**config.mk**
```make
export PLATFORM = sky130hd
export DESIGN_NAME = broken_sha1_digest_flat
export DESIGN_NICKNAME = d
export VERILOG_FILES = /design/src/hdl/bsha1_pkg.sv /design/src/hdl/bsha1_if.sv /design/src/hdl/bsha1_sched.sv /design/src/hdl/bsha1_round.sv /design/src/hdl/broken_sha1_digest.sv /design/src/flat_wrapper.sv
export SDC_FILE = /design/constraint.sdc
export NUM_CORES = 2
export LEC_CHECK = 0
export ABC_AREA = 1
export BUFFER_PORTS_ARGS = -buffer_cell sky130_fd_sc_hd__buf_2
export CELL_PAD_IN_SITES_DETAIL_PLACEMENT = 1
export CELL_PAD_IN_SITES_GLOBAL_PLACEMENT = 1
export CORE_MARGIN = 4
export CORE_UTILIZATION = 53
export DETAILED_ROUTE_END_ITERATION = 10
export PLACE_DENSITY = 0.84
export SYNTH_ARGS = -nofsm -noshare
export SYNTH_HDL_FRONTEND = slang
export SYNTH_SLANG_ARGS = --single-unit
```
**constraint.sdc**
```tcl
create_clock -name clk -period 14.8 [get_ports clk]
set_input_delay 2.96 -clock clk [delete_from_list [all_inputs] [get_ports clk]]
set_output_delay 2.96 -clock clk [all_outputs]
set_load 0.02 [all_outputs]
```
**src/hdl/bsha1_pkg.sv**
```systemverilog
// ----------------------------------------------------------------------------
// bsha1_pkg
// Types, constants and round functions shared by the broken SHA-1 digest.
// ----------------------------------------------------------------------------
`default_nettype none

package bsha1_pkg;

  localparam int BLOCK_WORDS = 16;
  localparam int ROUNDS      = 80;
  localparam int CHAIN_LEN   = 5;

  typedef logic [31:0] word_t;
  typedef logic [CHAIN_LEN-1:0][31:0] chain_t;
  typedef logic [6:0] rnd_t;
  typedef logic [5:0] bpos_t;
  typedef logic [2:0] widx_t;

  localparam word_t IV0 = 32'h67452301;
  localparam word_t IV1 = 32'hefcdab89;
  localparam word_t IV2 = 32'h98badcfe;
  localparam word_t IV3 = 32'h10325476;
  localparam word_t IV4 = 32'hc3d2e1f0;
  localparam chain_t CHAIN_IV = {IV4, IV3, IV2, IV1, IV0};

  localparam word_t K0 = 32'h5a827999;
  localparam word_t K1 = 32'h6ed9eba1;
  localparam word_t K2 = 32'h0 - 32'h70e44324;
  localparam word_t K3 = 32'h0 - 32'h359d3e2a;

  localparam rnd_t LAST_ROUND = rnd_t'(ROUNDS - 1);
  localparam widx_t LAST_WORD = widx_t'(CHAIN_LEN - 1);

  typedef struct packed {
    logic  wr;
    logic  shift;
    logic  clear;
    bpos_t pos;
    logic [7:0] data;
  } sched_ctrl_t;

  typedef struct packed {
    logic load;
    logic step;
    logic fold;
    logic reinit;
    rnd_t rnd;
  } round_ctrl_t;

  function automatic word_t rotl(input word_t x, input logic [4:0] n);
    logic [63:0] tmp;
    tmp = {x, x} << n;
    return tmp[63:32];
  endfunction

  function automatic word_t round_k(input rnd_t t);
    word_t k;
    if (t < 7'd20) begin
      k = K0;
    end else if (t < 7'd40) begin
      k = K1;
    end else if (t < 7'd60) begin
      k = K2;
    end else begin
      k = K3;
    end
    return k;
  endfunction

  function automatic word_t round_f(input rnd_t t, input word_t b, input word_t c,
                                    input word_t d);
    word_t f;
    if (t < 7'd20) begin
      f = (b & c) | (~b & d);
    end else if (t >= 7'd40 && t < 7'd60) begin
      f = (b & c) | (b & d) | (c & d);
    end else begin
      f = b ^ c ^ d;
    end
    return f;
  endfunction

endpackage

`default_nettype wire

```
**src/hdl/bsha1_if.sv**
```systemverilog
// ----------------------------------------------------------------------------
// bsha1 channel interfaces
// Valid/ready channels for message bytes and digest words.
// ----------------------------------------------------------------------------
`default_nettype none

interface bsha1_in_if;
  logic       valid;
  logic       ready;
  logic [7:0] data_byte;
  logic       final_byte;

  modport source (output valid, output data_byte, output final_byte, input ready);
  modport sink (input valid, input data_byte, input final_byte, output ready);
endinterface

interface bsha1_out_if;
  logic        valid;
  logic        ready;
  logic [31:0] digest_word;
  logic [2:0]  word_index;
  logic        last_word;

  modport source (output valid, output digest_word, output word_index,
                  output last_word, input ready);
  modport sink (input valid, input digest_word, input word_index,
                input last_word, output ready);
endinterface

`default_nettype wire

```
**src/hdl/bsha1_sched.sv**
```systemverilog
// ----------------------------------------------------------------------------
// bsha1_sched
// Message block window: packs bytes into words and produces one schedule
// word per round by shifting a sixteen-word window.
// ----------------------------------------------------------------------------
`default_nettype none

module bsha1_sched
  import bsha1_pkg::*;
(
  input  wire         clk,
  input  wire         rst_n,
  input  sched_ctrl_t ctrl,
  output word_t       w_cur
);

  word_t win_r [BLOCK_WORDS];
  word_t acc_r;
  word_t word_nxt;
  word_t w_new;

  assign word_nxt = ((ctrl.pos[1:0] == 2'd0) ? '0 : acc_r)
                    | (word_t'(ctrl.data) << {ctrl.pos[1:0], 3'b000});
  assign w_new = rotl(32'd1, 5'(win_r[0] ^ win_r[2] ^ win_r[8] ^ win_r[13]));
  assign w_cur = win_r[0];

  always_ff @(posedge clk) begin
    if (!rst_n || ctrl.clear) begin
      for (int i = 0; i < BLOCK_WORDS; i++) begin
        win_r[i] <= '0;
      end
    end else if (ctrl.shift) begin
      for (int i = 0; i < BLOCK_WORDS - 1; i++) begin
        win_r[i] <= win_r[i+1];
      end
      win_r[BLOCK_WORDS-1] <= w_new;
    end else if (ctrl.wr) begin
      win_r[ctrl.pos[5:2]] <= word_nxt;
    end
  end

  always_ff @(posedge clk) begin
    if (ctrl.wr) begin
      acc_r <= word_nxt;
    end
  end

endmodule

`default_nettype wire

```
**src/hdl/bsha1_round.sv**
```systemverilog
// ----------------------------------------------------------------------------
// bsha1_round
// Shared compression round unit with its working variables and the chain.
// ----------------------------------------------------------------------------
`default_nettype none

module bsha1_round
  import bsha1_pkg::*;
(
  input  wire         clk,
  input  wire         rst_n,
  input  round_ctrl_t ctrl,
  input  word_t       w_cur,
  output chain_t      chain
);

  word_t  a_r, b_r, c_r, d_r, e_r;
  chain_t chain_r;
  word_t  a_nxt;

  assign a_nxt = rotl(a_r, 5'd5) + round_f(ctrl.rnd, b_r, c_r, d_r) + e_r
                 + round_k(ctrl.rnd) + w_cur;
  assign chain = chain_r;

  always_ff @(posedge clk) begin
    if (ctrl.load) begin
      a_r <= chain_r[0];
      b_r <= chain_r[1];
      c_r <= chain_r[2];
      d_r <= chain_r[3];
      e_r <= chain_r[4];
    end else if (ctrl.step) begin
      a_r <= a_nxt;
      b_r <= a_r;
      c_r <= rotl(b_r, 5'd30);
      d_r <= c_r;
      e_r <= d_r;
    end
  end

  always_ff @(posedge clk) begin
    if (!rst_n || ctrl.reinit) begin
      chain_r <= CHAIN_IV;
    end else if (ctrl.fold) begin
      chain_r[0] <= chain_r[0] + a_r;
      chain_r[1] <= chain_r[1] + b_r;
      chain_r[2] <= chain_r[2] + c_r;
      chain_r[3] <= chain_r[3] + d_r;
      chain_r[4] <= chain_r[4] + e_r;
    end
  end

endmodule

`default_nettype wire

```
**src/hdl/broken_sha1_digest.sv**
```systemverilog
// ----------------------------------------------------------------------------
// broken_sha1_digest
// Broken SHA-1 (XSHA1) digest of a byte stream, one byte per transaction.
//
// The input channel takes one message byte per transaction, with final_byte
// marking the last byte of a message. Bytes are packed little-endian into a
// sixteen-word block. The 64th byte of a block, or a final byte, starts a
// compression that runs one round per cycle through the shared round unit:
// a load step, 80 rounds and a fold step, during which in_ch.ready is low.
// After a final byte, the five digest words leave on the output channel as
// five transactions, word_index 0 first, last_word set on the fifth. When the
// receiver stalls, the current word holds and no new byte is taken until
// the fifth word is accepted; the chain then returns to the initial vector.
// Reset (synchronous, active low) clears the block and the byte position
// and loads the initial vector.
// ----------------------------------------------------------------------------
`default_nettype none

module broken_sha1_digest
  import bsha1_pkg::*;
(
  input  wire          clk,
  input  wire          rst_n,
  bsha1_in_if.sink     in_ch,
  bsha1_out_if.source  out_ch
);

  localparam logic [2:0] ST_IDLE = 3'd0;
  localparam logic [2:0] ST_LOAD = 3'd1;
  localparam logic [2:0] ST_RND  = 3'd2;
  localparam logic [2:0] ST_FOLD = 3'd3;
  localparam logic [2:0] ST_OUT  = 3'd4;

  logic [2:0]  state_r, state_nxt;
  bpos_t       pos_r, pos_nxt;
  rnd_t        rnd_r, rnd_nxt;
  logic        last_r, last_nxt;
  widx_t       idx_r, idx_nxt;
  logic        in_acc;
  logic        out_acc;
  sched_ctrl_t sctrl;
  round_ctrl_t rctrl;
  word_t       w_cur;
  chain_t      chain;

  assign in_ch.ready = (state_r == ST_IDLE);
  assign in_acc      = in_ch.valid && in_ch.ready;
  assign out_ch.valid = (state_r == ST_OUT);
  assign out_acc     = out_ch.valid && out_ch.ready;
  assign out_ch.digest_word = chain[idx_r];
  assign out_ch.word_index  = idx_r;
  assign out_ch.last_word   = (idx_r == LAST_WORD);

  always_comb begin
    state_nxt = state_r;
    pos_nxt   = pos_r;
    rnd_nxt   = rnd_r;
    last_nxt  = last_r;
    idx_nxt   = idx_r;
    sctrl.wr    = 1'b0;
    sctrl.shift = 1'b0;
    sctrl.clear = 1'b0;
    sctrl.pos   = pos_r;
    sctrl.data  = in_ch.data_byte;
    rctrl.load   = 1'b0;
    rctrl.step   = 1'b0;
    rctrl.fold   = 1'b0;
    rctrl.reinit = 1'b0;
    rctrl.rnd    = rnd_r;
    case (state_r)
      ST_IDLE: begin
        if (in_acc) begin
          sctrl.wr = 1'b1;
          pos_nxt  = pos_r + 6'd1;
          last_nxt = in_ch.final_byte;
          if (in_ch.final_byte || pos_r == 6'd63) begin
            state_nxt = ST_LOAD;
          end
        end
      end
      ST_LOAD: begin
        rctrl.load = 1'b1;
        rnd_nxt    = '0;
        state_nxt  = ST_RND;
      end
      ST_RND: begin
        rctrl.step  = 1'b1;
        sctrl.shift = 1'b1;
        rnd_nxt     = rnd_r + 7'd1;
        if (rnd_r == LAST_ROUND) begin
          state_nxt = ST_FOLD;
        end
      end
      ST_FOLD: begin
        rctrl.fold  = 1'b1;
        sctrl.clear = 1'b1;
        pos_nxt     = '0;
        idx_nxt     = '0;
        state_nxt   = last_r ? ST_OUT : ST_IDLE;
      end
      ST_OUT: begin
        if (out_acc) begin
          idx_nxt = idx_r + 3'd1;
          if (idx_r == LAST_WORD) begin
            rctrl.reinit = 1'b1;
            state_nxt    = ST_IDLE;
          end
        end
      end
      default: begin
        state_nxt = ST_IDLE;
      end
    endcase
  end

  always_ff @(posedge clk) begin
    if (!rst_n) begin
      state_r <= ST_IDLE;
      pos_r   <= '0;
      rnd_r   <= '0;
      last_r  <= 1'b0;
      idx_r   <= '0;
    end else begin
      state_r <= state_nxt;
      pos_r   <= pos_nxt;
      rnd_r   <= rnd_nxt;
      last_r  <= last_nxt;
      idx_r   <= idx_nxt;
    end
  end

  bsha1_sched u_sched (
    .clk   (clk),
    .rst_n (rst_n),
    .ctrl  (sctrl),
    .w_cur (w_cur)
  );

  bsha1_round u_round (
    .clk   (clk),
    .rst_n (rst_n),
    .ctrl  (rctrl),
    .w_cur (w_cur),
    .chain (chain)
  );

`ifndef ASSERT_OFF
  a_no_overlap: assert property (@(posedge clk) disable iff (!rst_n)
    !(in_ch.ready && out_ch.valid))
    else $error("Input taken while a digest word is pending.");

  a_final_busy: assert property (@(posedge clk) disable iff (!rst_n)
    (in_acc && in_ch.final_byte) |=> !in_ch.ready)
    else $error("Input ready right after a final byte.");

  a_round_range: assert property (@(posedge clk) disable iff (!rst_n)
    (state_r == ST_RND) |-> (rnd_r <= LAST_ROUND))
    else $error("Round counter out of range.");

  a_out_index: assert property (@(posedge clk) disable iff (!rst_n)
    out_ch.valid |-> (idx_r <= LAST_WORD))
    else $error("Digest word index out of range.");

  a_word_advance: assert property (@(posedge clk) disable iff (!rst_n)
    (out_acc && !out_ch.last_word) |=> (out_ch.valid
      && out_ch.word_index == $past(out_ch.word_index) + 3'd1))
    else $error("Digest words not delivered in order.");
`endif

endmodule

`default_nettype wire
```
**src/flat_wrapper.sv**
```systemverilog
// flat-port wrapper written by rule: the top's interface ports become plain ports
module broken_sha1_digest_flat import bsha1_pkg::*;
  (clk, rst_n, in_ch_valid, in_ch_data_byte, in_ch_final_byte, in_ch_ready, out_ch_valid, out_ch_digest_word, out_ch_word_index, out_ch_last_word, out_ch_ready);
  bsha1_in_if in_ch_i ();
  bsha1_out_if out_ch_i ();
  input  wire clk;
  input  wire rst_n;
  input wire logic [$bits(in_ch_i.valid)-1:0] in_ch_valid;
  input wire logic [$bits(in_ch_i.data_byte)-1:0] in_ch_data_byte;
  input wire logic [$bits(in_ch_i.final_byte)-1:0] in_ch_final_byte;
  output wire logic [$bits(in_ch_i.ready)-1:0] in_ch_ready;
  output wire logic [$bits(out_ch_i.valid)-1:0] out_ch_valid;
  output wire logic [$bits(out_ch_i.digest_word)-1:0] out_ch_digest_word;
  output wire logic [$bits(out_ch_i.word_index)-1:0] out_ch_word_index;
  output wire logic [$bits(out_ch_i.last_word)-1:0] out_ch_last_word;
  input wire logic [$bits(out_ch_i.ready)-1:0] out_ch_ready;
  assign in_ch_i.valid = in_ch_valid;
  assign in_ch_i.data_byte = in_ch_data_byte;
  assign in_ch_i.final_byte = in_ch_final_byte;
  assign in_ch_ready = in_ch_i.ready;
  assign out_ch_valid = out_ch_i.valid;
  assign out_ch_digest_word = out_ch_i.digest_word;
  assign out_ch_word_index = out_ch_i.word_index;
  assign out_ch_last_word = out_ch_i.last_word;
  assign out_ch_i.ready = out_ch_ready;
  broken_sha1_digest u_core (.clk(clk), .rst_n(rst_n), .in_ch(in_ch_i), .out_ch(out_ch_i));
endmodule
```
# ---- Word-level counts from Yosys, hierarchy flattened
# Memories as Yosys holds them, arrays and structs flattened.
# Cells that the tools add are included.
# Widths: inputs -> output; s select.
dict set report word_totals {
  regBits 372
  mem_bits_rw 512
  inputBits 13
  output_inout_bits 38
  wordCells 162
  mem_count 1
}
# name depth width read_ports rd_ports_with_merged_regs write_ports line
set mem_list {}
lappend mem_list {u_core.u_sched.win_r 16 32 16 0 16 bsha1_sched.sv:17} ;# word_t win_r [BLOCK_WORDS];
dict set report op_classes {
  addsub 12
  n_lt_le_gt_ge 5
  n_eq_ne 12
  n_shift 2
  muxes 66
  bitwise 30
  n_reduce_logical 18
}
# operator count
set op_table {}
lappend op_table {{$mux 32} 33}
lappend op_table {{$add 32x32->32} 9}
lappend op_table {{$and 32x32->32} 4}
lappend op_table {{$or 32x32->32} 4}
lappend op_table {{$bmux 32 s3} 1}
lappend op_table {{$shl 33x5->64 const A} 1}
lappend op_table {{$xor 32x32->32} 2}
lappend op_table {{$not 32->32} 1}
lappend op_table {{$reduce_or 32->1} 1}
lappend op_table {{$shl 8x5->32} 1}
lappend op_table {{$mux 31} 1}
lappend op_table {{$mux 3} 7}
lappend op_table {{$mux 1} 18}
lappend op_table {{$or 1x1->1} 16}
lappend op_table {{$pmux 3 s5} 1}
lappend op_table {{$xor 5x5->5} 3}
lappend op_table {{$lt 7x6->1 const B} 2}
lappend op_table {{$pmux 7 s2} 1}
lappend op_table {{$pmux 6 s2} 1}
lappend op_table {{$ne 2x2->1 const B} 4}
lappend op_table {{$reduce_bool 2->1} 4}
lappend op_table {{$add 7x1->7 const B} 1}
lappend op_table {{$eq 7x7->1 const B} 1}
lappend op_table {{$ge 7x6->1 const B} 1}
lappend op_table {{other kinds (19)} 27}

# ---- Depth between registers and ports, before layout
dict set report depth {
  depth_word 11
  mapped_depth 28
  mapped_depth_nobuf 27
}

# ---- Hierarchy
# A second synthesis with hierarchy kept.
dict set report unflattened {
  cells_unflattened 6813
  area_unflattened_um2 54946.4
}
# module instances cells_per_inst area_each_um2 seq_area_each_um2
set modules_own_cells {}
lappend modules_own_cells {bsha1_round 1 4291 28672.5 8007.7}
lappend modules_own_cells {bsha1_sched 1 2049 23830.4 16335.7}
lappend modules_own_cells {broken_sha1_digest 1 473 2443.6 400.4}

# ---- Least setup slack after synthesis
# Ideal clock, no wire load.
dict set report synth_timing {
  kind {input-to-reg}
  from {input in_ch_valid}
  to {memory u_core.u_sched.win_r[0][0] (netlist name), enable pin}
  setup_ps 389
  arrival_ps 4851
  required_ps 14411
  setup_slack_ps 9560
  cell_stages 8
  path_buffers 2
  path_cell_list {inv_1 -> nor2_8 -> inv_4 -> nor2_8 -> buf_6 -> nand2_1 -> clkbuf_1 -> nand2_1}
}
# item line
set synth_rtl {}
lappend synth_rtl {{from (decl)} flat_wrapper.sv:8} ;# input wire logic [$bits(in_ch_i.valid)-1:0] in_ch_valid;
lappend synth_rtl {{to (decl)} bsha1_sched.sv:17}

# ---- Worst setup path after layout
dict set report layout_timing {
  from {register u_core.idx_r[1] (netlist: u_core.out_ch.word_index[1])}
  to {output out_ch_digest_word[13]}
}
dict set report layout_via {
  elab_chain_cells 2
}
# item line
set layout_rtl {}
lappend layout_rtl {{from (decl)} broken_sha1_digest.sv:38} ;# widx_t idx_r, idx_nxt;
lappend layout_rtl {{from (signal assigned)} broken_sha1_digest.sv:128} ;# idx_r <= idx_nxt;
lappend layout_rtl {{$bmux 32 s3} broken_sha1_digest.sv:50} ;# assign out_ch.digest_word = chain[idx_r];
lappend layout_rtl {{$mux 32 (not written as such)} broken_sha1_digest.sv:50}
lappend layout_rtl {{to (decl)} flat_wrapper.sv:13} ;# output wire logic [$bits(out_ch_i.digest_word)-1:0] out_ch_digest_word;
# Every way passes these cells. The select of a mux whose other input is x is not followed.

==> results by group <==
Power
  – Sw Pwr: 7110 uW
  – Combinational share of power: 55.3%
  – Static Leak: 0.0251 uW
  – P_int: 7130 uW
  – Reg power frac: 26.5%
  – PD cells: 241 nW/um^2
  – Clock power frac: 18.2%
  – Net switching fraction of the power: 50.0%
  – Peak supply drop: 0.261 mV

Global route
  – GRT overflow: 0
  – Vias in the first global route: 50982
  – Total global routing track utilization: 40.1%
  – Antenna violations before repair: 13
  – Global-route wire length before repair: 327 mm
  – Largest net degree at the start of global routing: 220

Cells and area
  – Layout cell share with drive strength beyond 1: 4.94%
  – Area Overhead vs Synth: 7.96%
  – Utilization after layout: 57.8%
  – Fin nets: 6850
  – Finished Layout Cells: 7969

Setup path
  – Required @ worst endpoint: 11.84 ns
  – Reg2reg path depth: 23
  – Crit Path Category: reg -> out
  – CP max FO: 46
  – Crit. End Element: primary output
  – FF-to-FF setup slack: 8.44 ns
  – Reg2Reg Capture Point: u_core.u_round.a_r[23]
  – R2R Path Start: u_core.rnd_r[4]
  – Startpoint types: flip-flop
  – CP arrival: 4.12 ns

Die
  – Row cnt: 117
  – Die Y: 329 um
  – Die area: 108000 sq um
  – Core area: 102000 sq um
  – Initial Util: 53.5%
  – # IOs: 51
  – Die Width: 329 um

Clock network
  – CTS tree: yes
  – Root Buffer Master: clkbuf_16
  – Reg clk slew, reported paths: 0.06 ns
  – H-tree depth: 3
  – Clock latency on the worst-skew pair: 0.71 ns
  – CTS sink cnt: 884
  – Largest buffer count on any clock path: 3
  – Inserted Clock Buffers: 98
  – Post-CTS sizing: 0
  – # Post-CTS Setup Buffers: 0
  – Hold_buf cts: 0

Route
  – Via count: 49791
  – Wire per inst: 27.6 um
  – Final Routed Wirelength: 220 mm
  – Drt drc: 0
  – TritonRoute pass-1 iters: 6
  – DR iter-0 viols: 5569
  – Vias per cell: 6.25
  – DRT antenna net count: 0

STA
  – Max-slew violations: 0
  – Max_slew headroom: 13.0%
  – Worst-case clock skew: 0.0322 ns
  – Actual transition at the worst max-transition pin: 1.29 ns
  – Setup Viol. Count Final: 0
  – Final hold vios: 0
  – RSZ-0062 raised after global routing: no
  – Max Freq: 0.141 GHz
  – Final Critical Period: 7.08 ns
  – Post-Route Setup TNS: 0 ns
  – Final clock period utilization by the worst path: 47.8%
  – Worst hold slack: 0.494 ns

Logic synthesis
  – Yosys reg bits: 884
  – Top_reg_cell synth: edfxtp_1
  – Number of synthesized flops with an enable pin: 704
  – Yosys cell types: 58
  – Synth Instances: 6634
  – Async SR Flop Fraction: 0%
  – Yosys warns: 0
  – Netlist Area Pre-Place: 54600 sq um
  – Syn Nets: 6970
  – Seq/Total Area, Yosys: 45.3%
  – Syn Area/Cell: 8.23 sq um

Worst hold path
  – Worst hold start: u_core.u_round.chain[64]
  – WHS Path Cells: 2
  – Hold Path Sink: u_core.u_round.chain[64]
  – Hold/Removal Path Class: reg -> reg

Run status
  – Status: completed

Place
  – PortBufs: 50
  – Detailed Place HPWL: 159 mm
  – Placed Cells: 7782
  – GP Congestion: 1.03

Flow run
  – Max Cap Viol: 0
-- critical path, cell delays in order (launching register included) --
cell	delay [ns]
dfxtp_1	0.36
inv_2	0.82
nand3_1	0.90
buf_4	0.49
o21ai_0	0.53
buf_2	0.28
-- logic make-up after synthesis --
group,after synthesis,synth area share [%]
and+or+nand+nor,2623,20.7
adders and majority gates,323,9.12
xor gates and xnor gates,58,0.944
DFF,884,45.3
muxes,34,0.650
AOI/OAI and AO/OA,1496,14.5
buffers and inverters,1216,8.81
-- layout make-up --
cell class	instances	area, sq um
Fill cell	12165	43100
Multi-Input combinational cell	4534	25100
Clock buffer	130	2670
Tap cell	1368	1710
Inverter	891	3360
Antenna cell	2	5.00
Sequential cell	884	24700
Clock inverter	55	667
Timing Repair Buffer	105	711
-- sequential cells by signal, indices dropped and copies added (netlist names) --
name,cells
u_core.u_round.d_r,32
u_core.u_sched.acc_r,32
u_core.u_round.b_r,32
u_core.out_ch.word_index,3
u_core.u_round.chain,160
u_core.u_round.a_r,32
u_core.last_r,1
u_core.u_sched.win_r,512
u_core.state_r,3
u_core.u_round.c_r,32
u_core.rnd_r,7
u_core.pos_r,6
u_core.u_round.e_r,32
-- routing by layer --
metal	vias up	routed length [um]	GRT usage [%]
li1	22210	-	-
met4	4	15600	23.3
met2	2254	105000	67.6
met3	658	15900	6.45
met5	-	29	0
met1	24665	83600	48.8
-- stage by stage --
stage | area (sq um) | setup WS, ns | power, uW
global placement | 55600 | 7.81 | 11100
CTS | 59000 | 7.72 | 14100
floorplan | 54600 | 9.56 | 8380
finish | 59000 | 7.72 | 14200
global route | 59000 | 7.73 | 15000
detailed placement | 55600 | 7.76 | 11400
-- power groups by stage --
stage          Combinational (uW)  Sequential, uW  Clock [uW]
2_1_floorplan                4800            3590           0
4_1_cts                      7720            3740        2600
3_5_place_dp                 7640            3780           0
5_1_grt                      8550            3770        2700
6_report                     7880            3770        2600
3_3_place_gp                 7370            3760           0
-- placed cells by master (no fill, tap or decap), types with 15 or more instances in the layout --
cell and n:
o21ai_1 91, or2_2 21, clkinv_2 15, dfxtp_1 179, xor2_1 33, nor2_1 355
inv_1 874, nand2_1 1312, xnor2_1 24, o22ai_1 27, o21a_1 20, o21bai_1 38
clkbuf_16 99, nand4_1 54, o21ai_0 802, ha_1 198, buf_2 49, fa_1 125
clkbuf_1 23, nor3_1 30, edfxtp_1 704, mux2i_1 22, a21oi_1 428, o211ai_1 37
nand3_1 802, clkinv_1 21, buf_4 52
-- worst max path at each step --
stage / from / end / cells past startpoint
after CTS: u_core.out_ch.word_index[1] / out_ch_digest_word[12] / 5
after global placement: rst_n / u_core.u_round.chain[140] / 10
final: u_core.out_ch.word_index[1] / out_ch_digest_word[13] / 5
after global routing: u_core.out_ch.word_index[1] / out_ch_digest_word[13] / 5
after detailed placement: rst_n / u_core.u_round.chain[85] / 9
after floorplan: in_ch_valid / u_core.u_sched.win_r[0][0] / 8
-- synth_stat cells, types with 34 or more instances --
library cell | number | area (sq um)
o211ai_1 | 37 | 278
nand2_1 | 1313 | 4930
a21oi_1 | 429 | 2150
buf_1 | 34 | 128
o21bai_1 | 38 | 285
nor2_1 | 356 | 1340
o21ai_0 | 802 | 4010
o21ai_1 | 91 | 455
nand4_1 | 54 | 338
fa_1 | 125 | 2500
ha_1 | 198 | 2480
clkbuf_1 | 227 | 852
buf_2 | 36 | 180
inv_1 | 875 | 3280
nand3_1 | 802 | 4010
edfxtp_1 | 704 | 21100
dfxtp_1 | 180 | 3600
Note: power is estimated with default switching activity, not from simulation.
